--- src/hdl/lpr_pkg.sv ---
// ----------------------------------------------------------------------------
// lpr_pkg: shared types and constants of the LRU page replacement block
// Holds the frame count, the width rules and the records that travel along
// the cell chain and from the controller to every cell.
// ----------------------------------------------------------------------------
package lpr_pkg;

  localparam int FRAMES    = 16;
  localparam int PAGE_BITS = 16;

  localparam int IDX_W  = (FRAMES > 1) ? $clog2(FRAMES) : 1;
  localparam int AGE_W  = (FRAMES > 1) ? $clog2(FRAMES) : 1;
  localparam int K_W    = $clog2(FRAMES + 1);
  localparam int PFLD_W = 16;
  localparam int FIDX_W = 4;
  localparam int CNT_W  = 16;
  localparam int CFG_W  = 5;

  localparam logic [AGE_W-1:0] AGE_MAX   = AGE_W'(FRAMES - 1);
  localparam logic [CNT_W-1:0] FAULT_MAX = '1;

  // search record handed from cell to cell
  typedef struct packed {
    logic                 tok;
    logic                 hit_found;
    logic [IDX_W-1:0]     hit_idx;
    logic [AGE_W-1:0]     hit_age;
    logic                 empty_found;
    logic [IDX_W-1:0]     empty_idx;
    logic [IDX_W-1:0]     best_idx;
    logic [AGE_W-1:0]     best_age;
    logic [PAGE_BITS-1:0] best_page;
  } carry_t;

  // update broadcast to all cells when a transaction commits
  typedef struct packed {
    logic                 en;
    logic                 is_hit;
    logic [AGE_W-1:0]     hit_age;
    logic [IDX_W-1:0]     frame;
    logic [PAGE_BITS-1:0] page;
    logic                 clear;
  } cmd_t;

  function automatic logic [PAGE_BITS-1:0] page_from_field(logic [PFLD_W-1:0] v);
    logic [PAGE_BITS+PFLD_W-1:0] w;
    w = {{PAGE_BITS{1'b0}}, v};
    return w[PAGE_BITS-1:0];
  endfunction

  function automatic logic [PFLD_W-1:0] page_to_field(logic [PAGE_BITS-1:0] p);
    logic [PAGE_BITS+PFLD_W-1:0] w;
    w = {{PFLD_W{1'b0}}, p};
    return w[PFLD_W-1:0];
  endfunction

  function automatic logic [FIDX_W-1:0] idx_to_field(logic [IDX_W-1:0] f);
    logic [IDX_W+FIDX_W-1:0] w;
    w = {{FIDX_W{1'b0}}, f};
    return w[FIDX_W-1:0];
  endfunction

endpackage

--- src/hdl/lpr_cell.sv ---
// ----------------------------------------------------------------------------
// lpr_cell: one page frame of the LRU chain
// Holds page, valid bit and age rank of one frame, folds itself into the
// search record passing by, and applies the commit broadcast.
// ----------------------------------------------------------------------------
module lpr_cell (
  input  logic                          clk_i,
  input  logic                          rst_ni,
  input  logic [lpr_pkg::IDX_W-1:0]     idx_i,
  input  logic                          active_i,
  input  logic [lpr_pkg::PAGE_BITS-1:0] page_i,
  input  lpr_pkg::carry_t               carry_i,
  output lpr_pkg::carry_t               carry_o,
  input  lpr_pkg::cmd_t                 cmd_i
);

  logic [lpr_pkg::PAGE_BITS-1:0] page_q;
  logic                          valid_q, valid_d;
  logic [lpr_pkg::AGE_W-1:0]     age_q, age_d;
  lpr_pkg::carry_t               carry_q, carry_d;
  logic                          is_target;

  assign is_target = (cmd_i.frame == idx_i);

  always_comb begin
    carry_d = carry_i;
    if (carry_i.tok && active_i) begin
      if (valid_q && (page_q == page_i) && !carry_i.hit_found) begin
        carry_d.hit_found = 1'b1;
        carry_d.hit_idx   = idx_i;
        carry_d.hit_age   = age_q;
      end
      if (!valid_q && !carry_i.empty_found) begin
        carry_d.empty_found = 1'b1;
        carry_d.empty_idx   = idx_i;
      end
      // first active frame seeds the victim, later ones replace only if older
      if ((idx_i == '0) || (age_q > carry_i.best_age)) begin
        carry_d.best_idx  = idx_i;
        carry_d.best_age  = age_q;
        carry_d.best_page = page_q;
      end
    end
  end

  always_comb begin
    valid_d = valid_q;
    age_d   = age_q;
    if (cmd_i.en) begin
      if (is_target) begin
        age_d = '0;
        if (!cmd_i.is_hit) begin
          valid_d = 1'b1;
        end
      end else if (valid_q && (age_q != lpr_pkg::AGE_MAX) &&
                   (!cmd_i.is_hit || (age_q < cmd_i.hit_age))) begin
        age_d = age_q + 1'b1;
      end
      if (cmd_i.clear) begin
        valid_d = 1'b0;
        age_d   = '0;
      end
    end
  end

  always_ff @(posedge clk_i or negedge rst_ni) begin
    if (!rst_ni) begin
      valid_q <= 1'b0;
      age_q   <= '0;
      carry_q <= '0;
    end else begin
      valid_q <= valid_d;
      age_q   <= age_d;
      carry_q <= carry_d;
    end
  end

  always_ff @(posedge clk_i) begin
    if (cmd_i.en && is_target && !cmd_i.is_hit) begin
      page_q <= cmd_i.page;
    end
  end

  assign carry_o = carry_q;

endmodule

--- src/hdl/lru_page_replacement_top.sv ---
// ----------------------------------------------------------------------------
// lru_page_replacement_top: fully associative LRU page frame manager
// One reference is handled at a time. Its search record walks the cell chain
//   one frame per cycle, the finished record is latched, and the update
//   commits once the result register is free, so a waiting result holds
//   the commit. The input reopens in the cycle after the commit.
// Reset (rst_ni low, async): all frames empty, ages and fault count zero,
//   frames_in_use back to 16. Frame pages are not cleared.
// ----------------------------------------------------------------------------
module lru_page_replacement_top (
  input  logic        clk_i,
  input  logic        rst_ni,
  // input stream, tdata: [15:0] page_number; tlast: end_of_string
  input  logic        s_axis_tvalid_i,
  output logic        s_axis_tready_o,
  input  logic [15:0] s_axis_tdata_i,
  input  logic        s_axis_tlast_i,
  // result stream, tdata: [0] hit, [4:1] frame_index, [5] evicted_valid,
  //   [21:6] evicted_page, [37:22] fault_count, [39:38] zero; tlast: last
  output logic        m_axis_tvalid_o,
  input  logic        m_axis_tready_i,
  output logic [39:0] m_axis_tdata_o,
  output logic        m_axis_tlast_o,
  // configuration port, register 0 (frames_in_use) at byte address 0
  input  logic        psel,
  input  logic        penable,
  input  logic        pwrite,
  input  logic [2:0]  paddr,
  input  logic [31:0] pwdata,
  output logic [31:0] prdata,
  output logic        pready
);

  localparam logic [2:0] ADDR_FRAMES_IN_USE = 3'd0;
  localparam int         FR = lpr_pkg::FRAMES;

  typedef enum logic [2:0] {
    ST_IDLE = 3'b001,
    ST_SCAN = 3'b010,
    ST_DONE = 3'b100
  } state_e;

  state_e state_q, state_d;

  logic [lpr_pkg::CFG_W-1:0]     cfg_q;
  logic [lpr_pkg::K_W-1:0]       k_act;
  logic [lpr_pkg::PAGE_BITS-1:0] page_q;
  logic                          eos_q;
  logic [lpr_pkg::CNT_W-1:0]     fault_q, fault_d;
  lpr_pkg::carry_t               start_q, start_d;
  lpr_pkg::carry_t               fin_q;
  lpr_pkg::carry_t               chain [FR+1];
  lpr_pkg::cmd_t                 cmd;
  logic [FR-1:0]                 active;
  logic [FR:0]                   tok_vec;

  logic                          in_acc;
  logic                          out_free;
  logic                          commit;
  logic [lpr_pkg::IDX_W-1:0]     frame_sel;
  logic                          evict;

  logic                          m_tvalid_q;
  logic [39:0]                   out_data_q, out_data_d;
  logic                          out_last_q;

  // ---------------------------------------------------------------------------
  // Configuration: writes land on the access phase; zero counts as one frame,
  // anything above the frame count as all frames.
  // ---------------------------------------------------------------------------
  assign pready = 1'b1;
  assign prdata = (paddr == ADDR_FRAMES_IN_USE) ? {27'd0, cfg_q} : 32'd0;

  always_ff @(posedge clk_i or negedge rst_ni) begin
    if (!rst_ni) begin
      cfg_q <= lpr_pkg::CFG_W'(16);
    end else if (psel && penable && pwrite && pready &&
                 (paddr == ADDR_FRAMES_IN_USE)) begin
      cfg_q <= pwdata[lpr_pkg::CFG_W-1:0];
    end
  end

  always_comb begin
    logic [7:0] cfg_ext;
    cfg_ext = {3'd0, cfg_q};
    if (cfg_ext == 8'd0) begin
      k_act = lpr_pkg::K_W'(1);
    end else if (cfg_ext > 8'(FR)) begin
      k_act = lpr_pkg::K_W'(FR);
    end else begin
      k_act = cfg_ext[lpr_pkg::K_W-1:0];
    end
  end

  // ---------------------------------------------------------------------------
  // Control: accept one reference, let its search record walk the chain,
  // commit once the result register is free.
  // ---------------------------------------------------------------------------
  assign s_axis_tready_o = (state_q == ST_IDLE);
  assign in_acc          = s_axis_tvalid_i && s_axis_tready_o;
  assign out_free        = !m_tvalid_q || m_axis_tready_i;
  assign commit          = (state_q == ST_DONE) && out_free;

  always_comb begin
    state_d = state_q;
    unique case (state_q)
      ST_IDLE: if (in_acc)            state_d = ST_SCAN;
      ST_SCAN: if (chain[FR].tok)     state_d = ST_DONE;
      ST_DONE: if (out_free)          state_d = ST_IDLE;
      default:                        state_d = ST_IDLE;
    endcase
  end

  always_comb begin
    start_d     = '0;
    start_d.tok = in_acc;
  end

  always_ff @(posedge clk_i or negedge rst_ni) begin
    if (!rst_ni) begin
      state_q <= ST_IDLE;
      start_q <= '0;
    end else begin
      state_q <= state_d;
      start_q <= start_d;
    end
  end

  // hold the reference and the finished search record
  always_ff @(posedge clk_i) begin
    if (in_acc) begin
      page_q <= lpr_pkg::page_from_field(s_axis_tdata_i);
      eos_q  <= s_axis_tlast_i;
    end
    if (chain[FR].tok) begin
      fin_q <= chain[FR];
    end
  end

  // ---------------------------------------------------------------------------
  // Cell chain: one frame per cell, the record advances one cell per cycle.
  // ---------------------------------------------------------------------------
  assign chain[0] = start_q;

  for (genvar j = 0; j < FR; j++) begin : g_cell
    assign active[j] = (lpr_pkg::K_W'(j) < k_act);
    lpr_cell u_cell (
      .clk_i   (clk_i),
      .rst_ni  (rst_ni),
      .idx_i   (lpr_pkg::IDX_W'(j)),
      .active_i(active[j]),
      .page_i  (page_q),
      .carry_i (chain[j]),
      .carry_o (chain[j+1]),
      .cmd_i   (cmd)
    );
  end

  for (genvar j = 0; j <= FR; j++) begin : g_tok
    assign tok_vec[j] = chain[j].tok;
  end

  // ---------------------------------------------------------------------------
  // Commit: pick the frame (hit, else first empty, else oldest), broadcast
  // the update, count misses, clear at string end, load the result register.
  // ---------------------------------------------------------------------------
  always_comb begin
    if (fin_q.hit_found) begin
      frame_sel = fin_q.hit_idx;
    end else if (fin_q.empty_found) begin
      frame_sel = fin_q.empty_idx;
    end else begin
      frame_sel = fin_q.best_idx;
    end
    evict = !fin_q.hit_found && !fin_q.empty_found;
  end

  always_comb begin
    cmd.en      = commit;
    cmd.is_hit  = fin_q.hit_found;
    cmd.hit_age = fin_q.hit_age;
    cmd.frame   = frame_sel;
    cmd.page    = page_q;
    cmd.clear   = eos_q;
  end

  always_comb begin
    logic [lpr_pkg::CNT_W-1:0] cnt_new;
    logic [15:0]               ev_page;
    cnt_new = fault_q;
    if (!fin_q.hit_found && (fault_q != lpr_pkg::FAULT_MAX)) begin
      cnt_new = fault_q + 1'b1;
    end
    ev_page    = evict ? lpr_pkg::page_to_field(fin_q.best_page) : 16'd0;
    out_data_d = {2'b00, cnt_new, ev_page, evict,
                  lpr_pkg::idx_to_field(frame_sel), fin_q.hit_found};
    fault_d    = fault_q;
    if (commit) begin
      fault_d = eos_q ? '0 : cnt_new;
    end
  end

  always_ff @(posedge clk_i or negedge rst_ni) begin
    if (!rst_ni) begin
      fault_q    <= '0;
      m_tvalid_q <= 1'b0;
    end else begin
      fault_q <= fault_d;
      if (commit) begin
        m_tvalid_q <= 1'b1;
      end else if (m_axis_tready_i) begin
        m_tvalid_q <= 1'b0;
      end
    end
  end

  always_ff @(posedge clk_i) begin
    if (commit) begin
      out_data_q <= out_data_d;
      out_last_q <= eos_q;
    end
  end

  assign m_axis_tvalid_o = m_tvalid_q;
  assign m_axis_tdata_o  = out_data_q;
  assign m_axis_tlast_o  = out_last_q;

  // ---------------------------------------------------------------------------
  // Checks
  // ---------------------------------------------------------------------------
  a_one_record : assert property (@(posedge clk_i) disable iff (!rst_ni)
    $onehot0(tok_vec))
    else $error("more than one search record in the chain");

  a_tok_scan : assert property (@(posedge clk_i) disable iff (!rst_ni)
    chain[FR].tok |-> (state_q == ST_SCAN))
    else $error("search record left the chain outside the scan phase");

  a_frame_active : assert property (@(posedge clk_i) disable iff (!rst_ni)
    cmd.en |-> (lpr_pkg::K_W'(cmd.frame) < k_act))
    else $error("commit picked a frame outside the active set");

  a_hit_count : assert property (@(posedge clk_i) disable iff (!rst_ni)
    (cmd.en && cmd.is_hit && !cmd.clear) |=> (fault_q == $past(fault_q)))
    else $error("fault count moved on a hit");

  a_commit_out : assert property (@(posedge clk_i) disable iff (!rst_ni)
    commit |=> m_tvalid_q && (state_q == ST_IDLE))
    else $error("commit did not present a result");

endmodule

--- config.mk ---
export PLATFORM = sky130hd
export DESIGN_NAME = lru_page_replacement_top
export DESIGN_NICKNAME = d
export VERILOG_FILES = /design/src/hdl/lpr_pkg.sv /design/src/hdl/lpr_cell.sv /design/src/hdl/lru_page_replacement_top.sv
export SDC_FILE = /design/constraint.sdc
export NUM_CORES = 1
export LEC_CHECK = 0
export BUFFER_PORTS_ARGS = -buffer_cell sky130_fd_sc_hd__buf_2
export CAP_MARGIN = 15
export CELL_PAD_IN_SITES_DETAIL_PLACEMENT = 0
export CELL_PAD_IN_SITES_GLOBAL_PLACEMENT = 1
export CORE_MARGIN = 5
export CORE_UTILIZATION = 45
export CTS_BUF_LIST = sky130_fd_sc_hd__clkbuf_4
export DETAILED_ROUTE_END_ITERATION = 12
export GPL_ROUTABILITY_DRIVEN = 1
export PLACE_DENSITY = 0.83
export SYNTH_ARGS = -nofsm -noshare
export SYNTH_HDL_FRONTEND = slang
export SYNTH_HIERARCHICAL = 1
export SYNTH_SLANG_ARGS = --single-unit
--- constraint.sdc ---
create_clock -name clk_i -period 4.4 [get_ports clk_i]
set_clock_uncertainty 0.1 [all_clocks]
set_input_delay 0.88 -clock clk_i [delete_from_list [all_inputs] [get_ports clk_i]]
set_output_delay 0.88 -clock clk_i [all_outputs]
set_load 0.01 [all_outputs]
# Word-level counts from Yosys, hierarchy flattened
# Cells that the tools add are included.
[totals]
regBits = 1072
latchBits = 0
mem_bits_rw = 0
mem_bits_ro = 0
inputBits = 59
output_inout_bits = 76
wordCells = 752
mem_count = 0
[classes]
n_addsub = 17
n_mul = 0
div = 0
n_lt_le_gt_ge = 48
eq_ne = 55
shifts = 0
muxes = 157
bitwise_logic = 0
reduce_logical = 267
[op_table]
columns = ["cell", "n"]
rows = [
  ["$mux 38", 16],
  ["$mux 24", 15],
  ["$eq 16x16->1", 16],
  ["$mux 4", 50],
  ["$mux 9", 16],
  ["$logic_and 1x1->1", 133],
  ["$mux 5", 19],
  ["$add 4x1->4 const B", 16],
  ["$lt 4x4->1", 16],
  ["$ne 4x4->1 const B", 16],
  ["$gt 4x4->1", 15],
  ["$reduce_and 3->1", 17],
  ["$logic_not 1->1", 48],
  ["$reduce_bool 3->1", 16],
  ["$lt 4x5->1 const A", 8],
  ["$mux 1", 35],
  ["$reduce_bool 2->1", 17],
  ["$eq 4x4->1 const B", 8],
  ["$mux 16", 2],
  ["$reduce_and 2->1", 16],
  ["$lt 3x5->1 const A", 4],
  ["$logic_or 1x1->1", 17],
  ["$add 16x1->16 const B", 1],
  ["$eq 4x3->1 const B", 4],
  ["other kinds (16)", 23],
]

# Logic depth before layout (Yosys ltp)
[depth]
word_depth = 6
mapped_depth = 9
mapped_depth_nobuf = 8

# Hierarchy
# The synthesis kept the hierarchy.
[by_module_without_submodules]
columns = ["mod", "n_inst", "cells_each", "area_each_um2", "seq_area_each_um2"]
rows = [
  ["lpr_cell", 16, 183, 2687.6, 1581.5],
  ["lru_page_replacement_top", 1, 359, 4923.5, 3355.7],
]

# Worst setup path after synthesis
# OpenSTA, ideal clock, no wires.
[synth_path]
path_kind = "register to register"
startpoint = "reg fin_q, in the netlist cmd[25]"
endpoint = "reg g_cell[12].u_cell/page_q[0] (netlist name) (enable)"
setup_time_ns = 0.412
t_arrival_ns = 4.216
t_required_ns = 3.888
slack_ns = -0.327
path_stages_with_launch = 6
path_buffers = 1
synth_period_minus_slack_ns = 4.727
cell_sequence = "edfxtp_1 > clkbuf_1 > o21ai_0 > xnor2_1 > nand4_1 > nor3_1"
[synth_rtl]
columns = ["item", "line_no", "source"]
rows = [
  ["from (decl)", "lru_page_replacement_top.sv:51", "lpr_pkg::carry_t fin_q;"],
  ["from (signal assigned)", "lru_page_replacement_top.sv:136", "fin_q <= chain[FR];"],
  ["to (signal assigned)", "lpr_cell.sv:80", "page_q <= cmd_i.page;"],
  ["to (decl)", "lpr_cell.sv:17", "logic [lpr_pkg::PAGE_BITS-1:0] page_q;"],
]

==> results.md <==
* Clock Latency Late Sink at 1.12 ns
* Post-Route WL at 84000 µm
* Post-cts resize count at 0
* Worst rel slew slack at 24.5%
* Initial Utilization at 45.3%
* Overall die height at 336 µm
* Setup TNS at 0 ns
* Fin crit period at 3.17 ns
* Area Growth Syn to Fin at 15.4%
* # Post-CTS Setup Buffers at 0
* Vias in the first global route at 28.3k
* Layout cell share with drive strength beyond 1 at 27.4%
* Vias/cell at 4.67
* Number of I/O port buffers at 77
* Worst Hold Depth at 0
* Max Clock Freq at 316 MHz
* Clock Power Share at 26.4%
* Mapped Area at 47800 µm²
* Crit end category: flop
* Worst slew pin tran at 1.13 ns
* Sw Ratio at 29.0%
* Worst Hold Class: reg -> reg
* I/O pins at 135
* Die width at 336 µm
* Critical path arrival at 4.06 ns
* CP startpoint kind: flop
* Worst Reg-to-Reg Cells at 6
* Worst Path Max Fanout at 18
* CTS Buf Count at 288
* Worst vdd ir at 0.000228 V
* First-pass GRT wire length at 140000 µm
* Crit Path Class: reg -> reg
* Max Cap Violations at 0
* Crit Reg-Reg Startpoint: cmd[25]$_DFFE_PP_
* CTS clk-pin slew, worst paths at 0.07 ns
* Ys Warns at 6
* Post-route clock period utilization at 72.0%
* Worst endpoint required time at 5.29 ns
* Placer Congestion at 0.794
* P_int at 21.8 mW
* Worst R2R Setup Slack at 1.23 ns
* RSZ-0062 raised after global routing: no
* Fin. max-slew vios at 0
* Switching pwr at 8.89 mW
* Hold Violations, Final at 0
* Max Root-Sink Buffers at 4
* Power per standard cell area at 556 nW/µm²
* Pre-antenna DRT Iters at 5
* Final setup viols at 0
* CTS Hold Bufs at 25
* CTS tree: built
* Row cnt at 119
* Root Buffer: clkbuf_4
* Seq pwr share at 46.5%
* Total gr overflow at 0
* Min Hold Slack at 0.216 ns
* Via Count at 26.3k
* Starting DRT DRC Count at 993
* Comb pwr share at 27.1%
* Syn Area/Cell at 14.6 µm²
* H-tree depth at 5
* DRC violations left at 0
* Clock Sinks at 1072
* All-layer global routing usage at 15.2%
* Leak at 23.9 nW
* Cells after synthesis at 3279
* Nets at 4245
* Hold Crit Endpoint: g_cell[1].u_cell/carry_o[38]$_DFF_PN0_
* Status: completed
* Initial antenna violation count at 2
* Wirelength per Cell at 14.9 µm
* R2R Path End: g_cell[3].u_cell/age_q[3]$_DFFE_PN0P_
* Area of the die at 113000 µm²
* Largest net degree at the start of global routing at 110
* Hold_sp: g_cell[0].u_cell/carry_o[38]$_DFF_PN0_
* Routed Antenna Nets at 0
* DP HPWL at 59000 µm
* Fin util at 52.3%
* Core region area at 105000 µm²
## registers in the layout (all words and copies together), names as in the netlist
name / flops
cfg_q: 5
chain: 1
cmd: 5
eos_q: 1
fault_q: 16
fin_q: 29
g_cell.u_cell/age_q: 64
g_cell.u_cell/carry_o: 620
g_cell.u_cell/page_q: 256
g_cell.u_cell/valid_q: 16
m_axis_tdata_o: 38
m_axis_tlast_o: 1
m_axis_tvalid_o: 1
page_q: 16
state_q: 3
## worst max path at each step
stage                                 from                                      to  slack (ns)
global route             cmd[25]$_DFFE_PP_  g_cell[10].u_cell/age_q[3]$_DFFE_PN0P_        0.98
CTS                 state_q[0]$_DFFE_PN1P_                         s_axis_tready_o        1.14
detailed placement       cmd[25]$_DFFE_PP_   g_cell[3].u_cell/age_q[3]$_DFFE_PN0P_        1.24
finish                   cmd[25]$_DFFE_PP_   g_cell[3].u_cell/age_q[3]$_DFFE_PN0P_        1.23
floorplan                  m_axis_tready_i    g_cell[0].u_cell/page_q[0]$_DFFE_PP_        0.21
global placement         cmd[25]$_DFFE_PP_   g_cell[3].u_cell/age_q[3]$_DFFE_PN0P_        1.26
## critical path, stage by stage (launching register included)
cell and delay, ns:
edfxtp_1 0.68, o21ai_2 0.92, xnor2_1 0.20, a41oi_1 0.48, nand2_1 0.12, or4_1 0.47, nand3_1 0.09
## metal layers
metal  vias up  GRT usage [%]  wire, µm
met5         -              0         0
met4         0           6.70      2680
met3       192           3.09      3000
met2       431           27.1     43100
met1     12659           18.0     35200
li1      13055              -         -
## power groups by stage
stage	combinational (mW)	clock [mW]	sequential [mW]
5_1_grt	9.27	9.00	14.6
6_report	8.32	8.09	14.3
3_3_place_gp	8.08	0	14.4
3_5_place_dp	8.34	0	14.5
4_1_cts	8.42	8.46	14.3
2_1_floorplan	6.67	0	14.2
## placed cells by master, fill, tap and decap left out, types with 35 or more instances in the layout
cell type / count
nor4_1: 65
nand4_1: 36
xnor2_1: 70
inv_1: 182
buf_2: 76
nand3_1: 88
edfxtp_1: 346
nand2b_1: 35
clkbuf_4: 417
nor3_1: 37
ha_1: 129
mux2_2: 197
a21oi_1: 69
conb_1: 394
xor2_1: 263
nand2_1: 103
mux2i_1: 40
mux2_1: 64
clkinv_1: 41
nor2_1: 78
o21ai_1: 36
buf_4: 68
dfrtp_1: 724
mux2_4: 301
## per-stage QoR
| stage | instance area (µm²) | cells | setup WS [ns] | total power [mW] |
|---|---|---|---|---|
| floorplan | 49200 | 3671 | 0.210 | 20.8 |
| global placement | 51500 | 5132 | 1.26 | 22.5 |
| detailed placement | 51500 | 5133 | 1.24 | 22.8 |
| CTS | 55100 | 5631 | 1.14 | 31.2 |
| global route | 55100 | 5635 | 0.985 | 32.8 |
| finish | 55100 | 5636 | 1.23 | 30.7 |
## final cells by class
class                   instances  area, µm²
well taps                    1391       1740
inverters                     183        689
clock inverters                56        243
diodes                          5       12.5
clock buffers                 417       3130
fillers                      8946      50300
multi-input cells            2334      19400
repair buffers                178       1320
flip-flops and latches       1072      28600
Note: power is estimated with default switching activity, not from simulation.
